## config.mk

```make
export PLATFORM = sky130hd
export DESIGN_NAME = pool_connection_selector
export DESIGN_NICKNAME = d
export VERILOG_FILES = /design/src/pcs_pkg.sv /design/src/pool_connection_selector.sv
export SDC_FILE = /design/constraint.sdc
export NUM_CORES = 1
export LEC_CHECK = 0
export BUFFER_PORTS_ARGS = -buffer_cell sky130_fd_sc_hd__buf_2
export CELL_PAD_IN_SITES_DETAIL_PLACEMENT = 0
export CELL_PAD_IN_SITES_GLOBAL_PLACEMENT = 1
export CORE_UTILIZATION = 30
export DETAILED_ROUTE_END_ITERATION = 8
export PLACE_DENSITY = 0.54
export SLEW_MARGIN = 20
export SYNTH_ARGS = -nofsm -noshare
export SYNTH_HDL_FRONTEND = slang
export SYNTH_SLANG_ARGS = --single-unit
```

## constraint.sdc

```tcl
create_clock -name clk -period 8.2 [get_ports clk]
set_clock_uncertainty 0.2 [all_clocks]
set_input_delay 0.82 -clock clk [delete_from_list [all_inputs] [get_ports clk]]
set_output_delay 0.82 -clock clk [all_outputs]
set_load 0.02 [all_outputs]
```

## src/pcs_pkg.sv

```systemverilog
// ----------------------------------------------------------------------------
// pcs_pkg
// types and codes of the connection selector
// ----------------------------------------------------------------------------
package pcs_pkg;
	localparam int NUM_SLOTS = 16;

	typedef enum logic [2:0] {
		OP_ADD = 3'd0, OP_REMOVE = 3'd1, OP_REQ_ADD = 3'd2,
		OP_REQ_DEL = 3'd3, OP_CHOOSE = 3'd4, OP_CLOSE = 3'd5,
		OP_NONE6 = 3'd6, OP_NONE7 = 3'd7
	} op_t;

	typedef enum logic [2:0] {
		PH_ACT_AWAIT = 3'd0, PH_ACTIVE = 3'd1, PH_CLOS_AWAIT = 3'd2,
		PH_NEXT_TRY = 3'd3, PH_CLOSING = 3'd4, PH_BAD5 = 3'd5,
		PH_BAD6 = 3'd6, PH_BAD7 = 3'd7
	} phase_t;

	localparam logic [1:0] ST_OK      = 2'd0;
	localparam logic [1:0] ST_UNKNOWN = 2'd1;
	localparam logic [1:0] ST_CLOSING = 2'd2;

	localparam int CFG_CONNS = 0;
	localparam int CFG_DELAY = 1;

	typedef enum logic [2:0] {
		S_IDLE, S_READ, S_SCAN, S_DECIDE, S_WRITE, S_OUT
	} state_t;
endpackage

```

## src/pool_connection_selector.sv

```systemverilog
// flow: single-slot ops go S_READ, S_DECIDE, S_WRITE, S_OUT; choose and close scan after S_READ
// throughput: one request at a time; the scan reads the slot memory one entry per cycle through its read port
// reset: all slots free, conns_per_server 4, idle-close delay 0
// ----------------------------------------------------------------------------
// pool_connection_selector
// connection slot table with choose and idle-close operations
// ----------------------------------------------------------------------------
module pool_connection_selector #(
	parameter int SERVER_BITS = 8,
	parameter int LOAD_BITS = 16
) (
	input  logic                   clk,
	input  logic                   arst_n,
	input  logic                   cfg_valid,
	output logic                   cfg_ready,
	input  logic                   cfg_index,
	input  logic [15:0]            cfg_data,
	input  logic                   in_valid,
	output logic                   in_ready,
	input  logic [2:0]             req_type,
	input  logic [SERVER_BITS-1:0] server_id,
	input  logic [4:0]             connection_id,
	output logic                   out_valid,
	input  logic                   out_ready,
	output logic [1:0]             status,
	output logic [4:0]             chosen_connection,
	output logic signed [16:0]     close_result
);
	import pcs_pkg::*;

	localparam int IW = (NUM_SLOTS > 1) ? $clog2(NUM_SLOTS) : 1;
	localparam int CW = $clog2(NUM_SLOTS + 1);
	localparam logic [LOAD_BITS-1:0] LOAD_MAX = {LOAD_BITS{1'b1}};

	typedef struct packed {
		logic [SERVER_BITS-1:0] srv;
		logic [LOAD_BITS-1:0]   load;
		phase_t                 ph;
	} entry_t;

	entry_t mem [NUM_SLOTS];
	logic [NUM_SLOTS-1:0] valid_q;

	state_t state_q, state_d;
	logic [4:0] conns_q;
	logic [15:0] delay_q;

	op_t op_q;
	logic [SERVER_BITS-1:0] srv_q;
	logic in_range_q;
	logic [IW-1:0] slot_q;
	entry_t self_q;
	logic self_valid_q;

	// scan pipeline
	logic [CW-1:0] rcnt_q;
	logic [IW-1:0] raddr;
	logic          rd_en;
	entry_t        rdata_s1;
	logic [IW-1:0] ridx_s1;
	logic          rv_s1;
	logic          self_s1;

	logic [CW-1:0] held_q;
	logic          pick_q, done_q, other_q, awaiting_q, busy_q;
	logic [IW-1:0] pick_idx_q;
	logic [LOAD_BITS-1:0] best_q;

	logic          wr_en;
	logic [IW-1:0] waddr;
	entry_t        wdata;
	logic          set_valid, clr_valid;

	logic [1:0]  st_q;
	logic [4:0]  ch_q;
	logic signed [16:0] cr_q;
	logic [1:0]  st_d;
	logic [4:0]  ch_d;
	logic signed [16:0] cr_d;

	logic wr_q_r, set_q_r, clr_q_r, choose_q_r;
	logic [IW-1:0] waddr_q_r;
	entry_t wdata_q_r;

	assign cfg_ready = (state_q == S_IDLE);
	assign in_ready  = (state_q == S_IDLE);
	assign out_valid = (state_q == S_OUT);
	assign status = st_q;
	assign chosen_connection = ch_q;
	assign close_result = cr_q;

	always_ff @(posedge clk or negedge arst_n) begin
		if (!arst_n) begin
			conns_q <= 5'd4;
			delay_q <= 16'd0;
		end else if (cfg_valid && cfg_ready) begin
			if (cfg_index == 1'(CFG_CONNS)) conns_q <= cfg_data[4:0];
			else delay_q <= cfg_data;
		end
	end

	// memory
	always_ff @(posedge clk) begin
		if (wr_en) mem[waddr] <= wdata;
		if (rd_en) rdata_s1 <= mem[raddr];
	end

	always_ff @(posedge clk or negedge arst_n) begin
		if (!arst_n) valid_q <= '0;
		else if (set_valid) valid_q[waddr] <= 1'b1;
		else if (clr_valid) valid_q[slot_q] <= 1'b0;
	end

	// next state
	always_comb begin
		state_d = state_q;
		unique case (state_q)
			S_IDLE: if (in_valid) state_d = S_READ;
			S_READ: begin
				if (op_q == OP_CHOOSE || op_q == OP_CLOSE) state_d = S_SCAN;
				else state_d = S_DECIDE;
			end
			S_SCAN: if (rcnt_q == CW'(NUM_SLOTS) && !rv_s1) state_d = S_DECIDE;
			S_DECIDE: state_d = S_WRITE;
			S_WRITE: state_d = S_OUT;
			S_OUT: if (out_ready) state_d = S_IDLE;
			default: state_d = S_IDLE;
		endcase
	end

	always_ff @(posedge clk or negedge arst_n) begin
		if (!arst_n) state_q <= S_IDLE;
		else state_q <= state_d;
	end

	// read addressing: self slot in S_READ, then sweep
	always_comb begin
		rd_en = 1'b0;
		raddr = slot_q;
		if (state_q == S_READ) rd_en = 1'b1;
		else if (state_q == S_SCAN && rcnt_q < CW'(NUM_SLOTS)) begin
			rd_en = 1'b1;
			raddr = rcnt_q[IW-1:0];
		end
	end

	logic cid_ok;
	assign cid_ok = (connection_id != 5'd0) && ({27'd0, connection_id} <= 32'(NUM_SLOTS));

	always_ff @(posedge clk) begin
		if (state_q == S_IDLE && in_valid) begin
			op_q <= op_t'(req_type);
			srv_q <= server_id;
			in_range_q <= cid_ok;
			slot_q <= IW'(connection_id - 5'd1);
		end
		if (self_s1) begin
			self_q <= rdata_s1;
		end
	end

	always_ff @(posedge clk or negedge arst_n) begin
		if (!arst_n) begin
			rcnt_q <= '0;
			rv_s1 <= 1'b0;
			self_s1 <= 1'b0;
			ridx_s1 <= '0;
		end else begin
			rv_s1 <= (state_q == S_SCAN) && rd_en;
			self_s1 <= (state_q == S_READ);
			if (state_q == S_READ) rcnt_q <= '0;
			else if (state_q == S_SCAN && rd_en) rcnt_q <= rcnt_q + CW'(1);
			ridx_s1 <= raddr;
		end
	end

	// self entry is captured the cycle after S_READ
	entry_t self_e;
	assign self_e = self_s1 ? rdata_s1 : self_q;

	always_ff @(posedge clk) begin
		if (state_q == S_READ) self_valid_q <= in_range_q && valid_q[slot_q];
	end

	// scan accumulation
	logic [SERVER_BITS-1:0] cmp_srv;
	assign cmp_srv = (op_q == OP_CHOOSE) ? srv_q : self_q.srv;
	logic mt;
	assign mt = rv_s1 && valid_q[ridx_s1] && rdata_s1.srv == cmp_srv;

	always_ff @(posedge clk) begin
		if (state_q == S_READ) begin
			held_q <= '0; pick_q <= 1'b0; done_q <= 1'b0;
			other_q <= 1'b0; awaiting_q <= 1'b0; busy_q <= 1'b0;
			best_q <= '0; pick_idx_q <= '0;
		end else if (state_q == S_SCAN && mt) begin
			held_q <= held_q + CW'(1);
			if (ridx_s1 != slot_q) begin
				other_q <= 1'b1;
				if (rdata_s1.ph == PH_CLOS_AWAIT) awaiting_q <= 1'b1;
			end
			if (rdata_s1.ph == PH_ACTIVE || rdata_s1.ph == PH_ACT_AWAIT) busy_q <= 1'b1;
			if (!done_q && rdata_s1.ph != PH_CLOSING) begin
				if (rdata_s1.load == '0) begin
					pick_q <= 1'b1; pick_idx_q <= ridx_s1;
					best_q <= '0; done_q <= 1'b1;
				end else if (!pick_q || rdata_s1.load < best_q) begin
					pick_q <= 1'b1; pick_idx_q <= ridx_s1; best_q <= rdata_s1.load;
				end
			end
		end
	end

	// decide results and write-back
	entry_t wdata_d;
	logic   wr_d, set_d, clr_d;
	logic [IW-1:0] waddr_d;
	always_comb begin
		st_d = ST_OK; ch_d = '0; cr_d = '0;
		wdata_d = self_e; wr_d = 1'b0; set_d = 1'b0; clr_d = 1'b0; waddr_d = slot_q;
		unique case (op_q)
			OP_ADD: if (in_range_q && !self_valid_q) begin
				wdata_d.srv = srv_q; wdata_d.load = '0; wdata_d.ph = PH_ACT_AWAIT;
				wr_d = 1'b1; set_d = 1'b1;
			end
			OP_REMOVE: if (self_valid_q) clr_d = 1'b1; else st_d = ST_UNKNOWN;
			OP_REQ_ADD: if (self_valid_q) begin
				if (self_e.load != LOAD_MAX) wdata_d.load = self_e.load + 1'b1;
				wdata_d.ph = PH_ACTIVE; wr_d = 1'b1;
			end else st_d = ST_UNKNOWN;
			OP_REQ_DEL: if (self_valid_q) begin
				if (self_e.load != '0) wdata_d.load = self_e.load - 1'b1;
				wr_d = 1'b1;
			end else st_d = ST_UNKNOWN;
			OP_CHOOSE: if (pick_q && ({{(32-CW){1'b0}}, held_q} >= {27'd0, conns_q}
					|| best_q == '0)) begin
				ch_d = 5'(pick_idx_q) + 5'd1;
				waddr_d = pick_idx_q; wr_d = 1'b1;
			end
			OP_CLOSE: begin
				cr_d = -17'sd1;
				if (!self_valid_q) st_d = ST_UNKNOWN;
				else unique case (self_e.ph)
					PH_CLOSING: st_d = ST_CLOSING;
					PH_NEXT_TRY: begin
						wdata_d.ph = PH_CLOSING; wr_d = 1'b1; cr_d = '0;
					end
					PH_ACTIVE: if (self_e.load == '0) begin
						wr_d = 1'b1;
						if ((other_q && awaiting_q) || delay_q == '0) begin
							wdata_d.ph = PH_CLOSING; cr_d = '0;
						end else begin
							wdata_d.ph = PH_CLOS_AWAIT; cr_d = {1'b0, delay_q};
						end
					end
					PH_CLOS_AWAIT: begin
						cr_d = {1'b0, delay_q};
						if (!busy_q) begin wdata_d.ph = PH_NEXT_TRY; wr_d = 1'b1; end
					end
					default: cr_d = -17'sd1;
				endcase
			end
			default: ;
		endcase
	end

	always_ff @(posedge clk) begin
		if (state_q == S_DECIDE) begin
			st_q <= st_d; ch_q <= ch_d; cr_q <= cr_d;
			wr_q_r <= wr_d; set_q_r <= set_d; clr_q_r <= clr_d;
			waddr_q_r <= waddr_d; wdata_q_r <= wdata_d;
			choose_q_r <= (op_q == OP_CHOOSE);
		end
	end

	// track the entry that becomes the pick as the scan goes
	entry_t pick_hold_q;
	always_ff @(posedge clk) begin
		if (state_q == S_SCAN && mt && !done_q && rdata_s1.ph != PH_CLOSING &&
				(rdata_s1.load == '0 || !pick_q || rdata_s1.load < best_q))
			pick_hold_q <= rdata_s1;
	end

	always_comb begin
		wr_en = (state_q == S_WRITE) && wr_q_r;
		set_valid = (state_q == S_WRITE) && set_q_r;
		clr_valid = (state_q == S_WRITE) && clr_q_r;
		waddr = (state_q == S_WRITE) ? waddr_q_r : slot_q;
		wdata = wdata_q_r;
		if (choose_q_r) begin
			wdata = pick_hold_q;
			wdata.ph = PH_ACT_AWAIT;
		end
	end
endmodule

```

==> results by group, run 1 <==
Outcome
  • Outcome: complete, no violations

Floorplanning
  • Starting Density: 30.5%
  • Chip Width: 308 µm
  • Die Area: 94,900 µm²
  • Core footprint: 92,200 µm²
  • # IOs: 65
  • Die Height: 308 µm
  • Core Rows: 111

Setup path
  • Worst path most repeated cell: buf_4
  • Crit path DAT: 4980 ps
  • Startpoint class of the critical path: flop
  • Critical path class: reg2reg
  • Critical Path End Type: flop
  • Max stage delay on crit path: 820 ps
  • Worst path bufs/invs: 2
  • Top Family by Delay on Critical Path: buffers and inverters
  • Slowest cell on the critical path: buf_4
  • Peak fanout along the critical path: 60
  • Required time of the critical path: 8350 ps
  • Cell Chain, Critical Path: nor4b_4 > mux2i_4 > buf_4 > buf_4 > mux4_2 > a22oi_1 > o21ai_1

Final layout
  • Ant. Diodes: 0
  • Multi-input gate area: 8280 µm²
  • Layout Area Growth over Synthesis: 14.9%
  • Share of cells above drive strength 1: 19.4%
  • # nets final: 2,130
  • Fillers: 8,916
  • Area occupied by registers: 19,200 µm²
  • Non-filler instance count after layout: 3,366

Power and ir drop
  • Leakage Power: 0.0109 µW
  • Sw frac: 34.3%
  • P_int: 7310 µW
  • Clk pwr share: 29.6%
  • VDD IR max: 0.000147 V
  • Sequential Power Share: 43.0%
  • Comb pwr share: 27.3%
  • P_sw: 3820 µW
  • PD cells: 345 nW/µm²
  • Total chip power: 11,100 µW

Clock network
  • CTS tree: done
  • Hold buffers post-CTS: 0
  • Clock root buffer: clkbuf_16
  • CTS Buffer Depth: 3
  • Clock latency on the worst-skew pair: 620 ps
  • Clock transition at path regs: 60 ps
  • H-tree levels: 3
  • # resized after CTS: 0
  • Postcts setup bufs: 0
  • CTS buffer count: 75
  • Clock sinks: 667

Logic synthesis
  • Post-synthesis register bit count: 667
  • Synth Area in Compound Gates: 5.74%
  • Syn Nets: 2,047
  • Multiplexer share of the synthesized area: 9.41%
  • Synth Flop Type: edfxtp_1
  • Async set-or-reset flop fraction in the synthesized netlist: 7.65%
  • Post-Syn Instances: 1,981
  • Syn_area_per_cell: 14.2 µm²
  • XOR/XNOR Fraction of Synth Area: 0.904%
  • Synth Area in Adders: 1.25%
  • Number of synthesized flops with an enable pin: 559
  • Mapped cell area: 28,100 µm²
  • Unique masters post-synth: 94
  • Main combinational cell family by area after synthesis: simple AND/OR/NAND/NOR gates
  • Sequential fraction of the synthesis area: 68.3%
  • Simple-gate portion of the synthesized area: 11.6%
  • Synth Warn #: 0

GRT
  • Largest net degree at the start of global routing: 61
  • Initial antenna violation count: 2
  • Grt total ovfl: 0
  • Global Route Usage Sum: 16.4%
  • Vias in the first global route: 16,642
  • First-pass GRT wire length: 114,000 µm

Placed design
  • Placed cells: 3,230
  • Gp weighted congestion: 0.804
  • Post-DP HPWL: 45,900 µm
  • PortBufs: 64

Route
  • Total Routed Length: 77,200 µm
  • Antenna Nets Post-Route: 0
  • Via density per instance: 4.98
  • DR vias: 16,772
  • Drt first pass iters: 5
  • WL/cell: 22.9 µm
  • Detailed Route Iter0 Violations: 1,351
  • Drc violations: 0

Timing
  • Final setup viols: 0
  • Fin Setup TNS: 0 ps
  • Final hold violations: 0
  • Worst Tran Pin Value: 1060 ps
  • Final period utilization: 59.0%
  • RSZ-0062 raised after global routing: false
  • Fmax: 207 MHz
  • Fin crit period: 4840 ps
  • Rel. slew slack: 29.3%
  • Slew Viols, Final: 0

Flow run
  • # Max-Cap Violations: 0

Worst hold path
  • Worst hold path class: in2async
-- sequential cells by signal, summed over array words and instances, names as in the netlist, 4 cells and up --
signal / count
mem: 432
rdata_s1: 27
self_q: 27
wdata_q_r: 27
pick_hold_q: 24
close_result: 17
best_q: 16
delay_q: 16
valid_q: 16
srv_q: 8
chosen_connection: 5
conns_q: 5
held_q: 5
rcnt_q: 5
pick_idx_q: 4
ridx_s1: 4
slot_q: 4
waddr_q_r: 4
-- final cells by class --
class,count,share of cell area (%)
Tap cell,1243,4.81
Inverter,59,0.689
Multi-Input combinational cell,1156,25.6
Clock inverter,38,1.29
Sequential cell,667,59.5
Timing Repair Buffer,105,1.98
Clock buffer,98,6.14
-- worst reg2reg max path, cell delays in order, from the launching register on --
cell and delay (ps):
dfrtp_1 520, nor4b_4 810, mux2i_4 730, buf_4 540
buf_4 840, mux4_2 630, a22oi_1 200, o21ai_1 100
-- power groups by stage --
stage	Sequential, µW	Combinational (µW)	Clock [µW]
4_1_cts	4790	3090	3390
2_1_floorplan	4610	2220	0
3_3_place_gp	4860	3030	0
3_5_place_dp	4850	3070	0
6_report	4790	3040	3300
5_1_grt	4840	3350	3520
-- final timing paths --
check / depth (start not counted) / end / slack, ps / startpoint
max: 7 / rdata_s1[10]$_DFFE_PN_ / 3360 / state_q[2]$_DFFE_PN0P_
min: 2 / conns_q[0]$_DFFE_PN0P_ / 130 / arst_n
max reg2reg: 7 / rdata_s1[10]$_DFFE_PN_ / 3360 / state_q[2]$_DFFE_PN0P_
min reg2reg: 2 / other_q$_SDFFE_PP0P_ / 260 / other_q$_SDFFE_PP0P_
max in group asynchronous: 2 / self_s1$_DFF_PN0_ / 7160 / arst_n
min in group clk: 1 / srv_q[6]$_DFFE_PP_ / 170 / server_id[6]
-- cell families after synthesis --
family | Yosys count
buffers and inverters | 158
adders and majority gates | 28
xor gates and xnor gates | 29
and+or+nand+nor | 679
AOI/OAI and AO/OA | 247
DFF | 667
muxes | 173
-- cell usage after synthesis (all sizes together), types with 6 or more instances --
cell	count	area [µm²]
clkbuf	43	161
nand4	38	238
o21ai	86	430
nor4	19	161
nor2b	17	106
dfxtp	57	1140
a22oi	29	218
nand2	292	1100
mux2i	43	470
mux2	67	754
a21oi	55	294
xnor2	10	87.6
or2	6	37.5
ha	28	350
nor3b	11	92.6
edfxtp	559	16800
nand2b	6	37.5
and2	8	50.1
mux4	63	1420
o21a	7	53.8
nand3	134	671
nor2	99	394
nor3	20	141
nand3b	9	67.6
inv	58	218
or3	6	37.5
o211ai	7	57.6
buf	56	392
xor2	19	166
a31oi	9	56.3
dfrtp	50	1250
-- metrics by stage --
step / cell area (µm²) / setup WS, ps / hold slack [ps] / util, %
3_3_place_gp: 29900 / 3390 / 250 / 32.4
3_5_place_dp: 29900 / 3340 / 256 / 32.4
2_1_floorplan: 28100 / 4410 / 237 / -
6_report: 32300 / 3360 / 131 / 35.0
5_1_grt: 32300 / 3010 / 151 / 35.0
4_1_cts: 32300 / 3310 / 122 / 35.0
-- metal layers --
layer / share of wire, % / GRT usage [%]
met1: 46 / 22.7
met2: 47 / 26.5
met3: 4.7 / 2.62
met4: 2.0 / 4.70
met5: 0.022 / 0
-- layout by cell type, fill, tap and decap left out, drive strengths merged, types with 28 or more instances in the layout --
master    n
a21oi    55
a22oi    29
buf     105
clkbuf   98
dfrtp    50
dfxtp    57
edfxtp  559
ha       28
inv      62
mux2     67
mux2i    43
mux4     63
nand2   292
nand3   134
nand4    38
nor2     99
o21ai    86
(Power assumes the default switching activity.)
==> inputs of run 2 (changes only) <==
- clock period: 8.2 -> 5.1 ns (I/O delays scaled with it)
==> results by group, run 2 (same netlist as run 1, synthesis figures left out) <==
Timing
  • Fmax: 270 MHz (+31%)
  • Fin Setup TNS: 0 ps (unchanged)
  • Rel. slew slack: 28.8% (-0.52 points)
  • RSZ-0062 raised after global routing: false
  • Worst Tran Pin Value: 1070 ps (+9.50 ps)
  • Fin crit period: 3700 ps (-1140 ps)
  • Final hold violations: 0 (unchanged)
  • Final setup viols: 0 (unchanged)
  • Slew Viols, Final: 0 (unchanged)
  • Final period utilization: 72.5% (+14 points)

Clock network
  • CTS buffer count: 76 (+1.3%)
  • Postcts setup bufs: 0 (unchanged)
  • Clock root buffer: clkbuf_16
  • H-tree levels: 3 (unchanged)
  • # resized after CTS: 0 (unchanged)
  • Clock latency on the worst-skew pair: 640 ps (+20 ps)
  • Hold buffers post-CTS: 32 (+32)
  • Clock transition at path regs: 50 ps (about the same)
  • CTS tree: done
  • CTS Buffer Depth: 3 (unchanged)
  • Clock sinks: 667 (unchanged)

Setup path
  • Reg2Reg Depth: 8 (+1)
  • Startpoint class of the critical path: flop
  • Crit Reg-Reg Endpoint: wdata_q_r[16]$_DFFE_PN_
  • Required time of the critical path: 5260 ps (-3090 ps)
  • Peak fanout along the critical path: 27 (-55%)
  • Crit path DAT: 3860 ps (-1120 ps)
  • Worst R2R Setup Slack: 1400 ps (-1960 ps)
  • R2R Path Start: self_s1$_DFF_PN0_
  • Critical path class: reg2reg
  • Critical Path End Type: flop

Final layout
  • Most common cell after layout, fill and taps aside: edfxtp_1
  • Ant. Diodes: 0 (unchanged)
  • # nets final: 2,170 (+1.9%)
  • Fillers: 8,895 (-0.24%)
  • Share of cells above drive strength 1: 19.6% (+0.15 points)
  • Design area: 32,800 µm² (+1.7%)
  • Final Core Density: 35.6% (+0.58 points)
  • Layout Area Growth over Synthesis: 16.9%
  • Max reg flops: 432 (unchanged)
  • Most frequent cells in the layout: edfxtp_1 (559), nand2_1 (292), nand3_1 (134)
  • Top reg by flops: mem

Route
  • WL/cell: 22.8 µm (-0.44%)
  • Detailed Route Iter0 Violations: 1,352 (+0.074%)
  • Total Routed Length: 77,900 µm (+0.89%)
  • Via density per instance: 4.97 (-0.20%)
  • DR vias: 16,963 (+1.1%)
  • Drt first pass iters: 5 (unchanged)
  • Drc violations: 0 (unchanged)
  • Antenna Nets Post-Route: 0 (unchanged)

GRT
  • Global Route Usage Sum: 16.4% (+0.035 points)
  • Initial antenna violation count: 0 (-2)
  • Vias in the first global route: 16,895 (+1.5%)
  • First-pass GRT wire length: 114,000 µm (+0.46%)
  • Largest net degree at the start of global routing: 85 (+39%)
  • Grt total ovfl: 0 (unchanged)

Flow run
  • # Max-Cap Violations: 0 (unchanged)

Floorplanning
  • Die Height: 308 µm (unchanged)
  • Starting Density: 30.5% (unchanged)
  • Die Area: 94,900 µm² (unchanged)
  • Core footprint: 92,200 µm² (unchanged)
  • Chip Width: 308 µm (unchanged)
  • Core Rows: 111 (unchanged)
  • # IOs: 65 (unchanged)

Worst hold path
  • Worst hold stages: 3
  • Hold EP: slot_q[3]$_DFFE_PP_
  • Worst hold path class: in2reg
  • Min-delay src: connection_id[1]

Outcome
  • Outcome: complete, no violations

Power and ir drop
  • VDD IR max: 0.000260 V (+77%)
  • PD cells: 557 nW/µm² (+62%)
  • Leakage Power: 0.0112 µW (+2.3%)

Placed design
  • Gp weighted congestion: 0.819 (+1.9%)
  • PortBufs: 64 (unchanged)
  • Post-DP HPWL: 48,000 µm (+4.4%)
  • Placed instance area: 30,000 µm² (+0.25%)
==> run 2: cell types whose count changed in the layout (fill, tap and decap cells not counted), moves of 3 or more <==
cell           delta
clkinv_1          +5
clkbuf_16         +3
bufinv_16         +3
clkinv_2          +3
buf_4             +5
clkbuf_1          -3
dlygate4sd3_1    +32
==> run 2: power by group <==
| group | total, µW | switching, µW | internal, µW |
|---|---|---|---|
| Combinational | 4990 | 3190 | 1800 |
| Clock | 5570 | 2260 | 3310 |
| Sequential | 7710 | 783 | 6930 |
==> run 2: worst max-delay path by stage <==
stage                                 startpoint                      end  cells past startpoint
final                          self_s1$_DFF_PN0_  wdata_q_r[16]$_DFFE_PN_                      8
after CTS                 state_q[2]$_DFFE_PN0P_    rdata_s1[9]$_DFFE_PN_                      7
after detailed placement  state_q[2]$_DFFE_PN0P_   rdata_s1[16]$_DFFE_PN_                      7
after floorplan           state_q[2]$_DFFE_PN0P_     choose_q_r$_DFFE_PN_                      2
after global routing      state_q[2]$_DFFE_PN0P_   rdata_s1[13]$_DFFE_PN_                      7
after global placement    state_q[2]$_DFFE_PN0P_   rdata_s1[16]$_DFFE_PN_                      7
==> run 2: cell type report <==
class                   count  area (µm²)  area share (%)
inverters                  59         223           0.678
clock buffers              98        2050            6.23
clock inverters            44         495            1.51
well taps                1243        1560            4.74
repair buffers            144        1040            3.16
multi-input cells        1156        8280            25.2
flip-flops and latches    667       19200            58.5
==> run 2: worst max-delay path: stages, from the launching register on <==
cell and delay (ps):
dfrtp_2 800, mux2i_1 460, ha_1 270, o21ai_1 140
nor4_4 530, or3_1 460, nor4_4 60, xnor2_1 150
o22ai_1 380
==> run 2: through the flow <==
step | total power, µW | instances | hold slack, ps | worst slack [ps]
2_1_floorplan | 11000 | 1981 | 14.4 | 1310
3_3_place_gp | 12800 | 3237 | 249 | 1450
3_5_place_dp | 12800 | 3237 | 257 | 1420
4_1_cts | 18500 | 3411 | 8.62 | 1400
5_1_grt | 19100 | 3411 | 74.1 | 1200
6_report | 18300 | 3411 | 45.5 | 1400
==> run 2: per-layer routing <==
layer	global-route usage, %	up-vias	part of all wire (%)
li1	-	7712	-
met1	23.1	8641	46
met2	26.1	500	47
met3	2.65	110	5.1
met4	4.50	0	2.3
met5	0	-	0
==> inputs of run 3 (changes only) <==
- clock period: 5.1 -> 3.5 ns (I/O delays scaled with it)
==> results by group, run 3 (same netlist as run 1, synthesis figures left out) <==
Setup path
  • Startpoint class of the critical path: flop
  • Cell Chain, Critical Path: buf_4 > mux2i_1 > o211ai_1 > nor4_4 > or3_1 > nor3_1 > o21a_1 > o22ai_1
  • Top Family by Delay on Critical Path: simple AND/OR/NAND/NOR gates
  • Required time of the critical path: 3750 ps (-1510 ps)
  • Worst R2R Setup Slack: 160 ps (-1240 ps)
  • Critical Path End Type: flop
  • Peak fanout along the critical path: 13 (-52%)
  • Critical path class: reg2reg
  • Crit path DAT: 3590 ps (-270 ps)
  • Worst path bufs/invs: 1 (+1)
  • Max stage delay on crit path: 600 ps (-200 ps)
  • Slowest cell on the critical path: dfrtp_2

GRT
  • Initial antenna violation count: 3 (+3)
  • First-pass GRT wire length: 117,000 µm (+2.5%)
  • Grt total ovfl: 0 (unchanged)
  • Vias in the first global route: 17,202 (+1.8%)
  • Largest net degree at the start of global routing: 69 (-19%)
  • Global Route Usage Sum: 16.9% (+0.44 points)

Power and ir drop
  • Leakage Power: 0.0113 µW (+1.3%)
  • VDD IR max: 0.000391 V (+51%)
  • PD cells: 794 nW/µm² (+43%)

Clock network
  • Clock latency on the worst-skew pair: 620 ps (-20 ps)
  • Clock transition at path regs: 60 ps (about the same)
  • Clock sinks: 667 (unchanged)
  • CTS tree: done
  • Clock root buffer: clkbuf_16
  • H-tree levels: 3 (unchanged)
  • Postcts setup bufs: 0 (unchanged)
  • CTS buffer count: 76 (unchanged)
  • CTS Buffer Depth: 3 (unchanged)

Floorplanning
  • Core Rows: 111 (unchanged)
  • Starting Density: 30.5% (unchanged)
  • Chip Width: 308 µm (unchanged)
  • Core footprint: 92,200 µm² (unchanged)
  • # IOs: 65 (unchanged)
  • Die Height: 308 µm (unchanged)
  • Die Area: 94,900 µm² (unchanged)

Timing
  • Fin crit period: 3340 ps (-363 ps)
  • Hold slack: 88.3 ps (+42.8 ps)
  • Final hold violations: 0 (unchanged)
  • Final period utilization: 95.3% (+23 points)
  • RSZ-0062 raised after global routing: false
  • Fmax: 300 MHz (+11%)
  • Slew Viols, Final: 0 (unchanged)
  • Fin Setup TNS: 0 ps (unchanged)
  • Worst Tran Pin Value: 1050 ps (-19.5 ps)
  • Final setup viols: 0 (unchanged)
  • Rel. slew slack: 30.1% (+1.3 points)

Route
  • DR vias: 17,236 (+1.6%)
  • Via density per instance: 5.00 (+0.46%)
  • Antenna Nets Post-Route: 0 (unchanged)
  • Drt first pass iters: 5 (unchanged)
  • Drc violations: 0 (unchanged)
  • Detailed Route Iter0 Violations: 1,473 (+8.9%)
  • Total Routed Length: 79,700 µm (+2.4%)
  • WL/cell: 23.1 µm (+1.2%)

Final layout
  • # nets final: 2,217 (+2.2%)
  • Top reg by flops: mem
  • Most common cell after layout, fill and taps aside: edfxtp_1
  • Final Core Density: 35.9% (+0.29 points)
  • Layout Area Growth over Synthesis: 17.8%
  • Share of cells above drive strength 1: 20.5% (+0.94 points)
  • Max reg flops: 432 (unchanged)
  • Fillers: 8,884 (-0.12%)
  • Most frequent cells in the layout: edfxtp_1 (559), nand2_1 (292), nand3_1 (134)

Worst hold path
  • Worst hold path class: in2async

Outcome
  • Outcome: complete, no violations

Placed design
  • Post-DP HPWL: 47,100 µm (-1.8%)
  • PortBufs: 64 (unchanged)
  • Gp weighted congestion: 0.872 (+6.5%)

Flow run
  • # Max-Cap Violations: 0 (unchanged)
==> run 3: changes by cell type in the layout (fill, tap and decap cells not counted), moves of 2 or more <==
cell           delta
buf_4            +25
dlygate4sd3_1    +12
buf_12           +10
bufinv_16         -9
clkbuf_1          -4
clkbuf_8          +4
diode_2           +2
inv_16            +2
==> run 3: final timing paths <==
kind                                            to              startpoint  depth (start not counted)
max reg2reg                wdata_q_r[14]$_DFFE_PN_       self_s1$_DFF_PN0_                          8
min                         conns_q[0]$_DFFE_PN0P_                  arst_n                          2
min reg2reg                 held_q[4]$_SDFFE_PP0P_  held_q[4]$_SDFFE_PP0P_                          1
max in group asynchronous  valid_q[13]$_DFFE_PN0P_                  arst_n                          3
max                        wdata_q_r[14]$_DFFE_PN_       self_s1$_DFF_PN0_                          8
min in group clk                srv_q[6]$_DFFE_PP_            server_id[6]                          2
==> run 3: metrics by stage <==
| stage | area (µm²) | std cells | power, µW | setup slack, ps |
|---|---|---|---|---|
| floorplan | 28100 | 1981 | 16000 | 50.4 |
| global route | 33100 | 3448 | 27600 | 31.2 |
| finish | 33100 | 3450 | 26300 | 163 |
| detailed placement | 30400 | 3271 | 19000 | 187 |
| global placement | 30400 | 3271 | 18900 | 309 |
| CTS | 33100 | 3447 | 26600 | 146 |
==> run 3: per-layer routing <==
metal,global-route usage (%),share of wire [%]
met1,23.8,46
met2,26.8,47
met3,2.87,5.6
met4,4.47,1.8
met5,0,0
==> run 3: final cells by class <==
class / count / area [µm²] / area share (%)
inverter: 59 / 223 / 0.673
clock buffer: 97 / 2060 / 6.23
sequential: 667 / 19200 / 58.0
tap: 1243 / 1560 / 4.70
antenna: 2 / 5.00 / 0.0151
multi-input combinational: 1156 / 8270 / 25.0
clock inverter: 35 / 243 / 0.733
timing repair buffer: 191 / 1550 / 4.67
==> run 3: what timing repair did <==
item,CTS,global route
setup endpoints to repair,0,2
resized for setup,0,0
hold buffers,44,0
hold endpoints to repair,61,0
==> run 3: where the power goes <==
group	switching, µW	internal [µW]	leakage (µW)
Clock	3240	4190	0.00113
Sequential	948	10100	0.00618
Combinational	4910	2910	0.00403
Total	9100	17200	0.0113
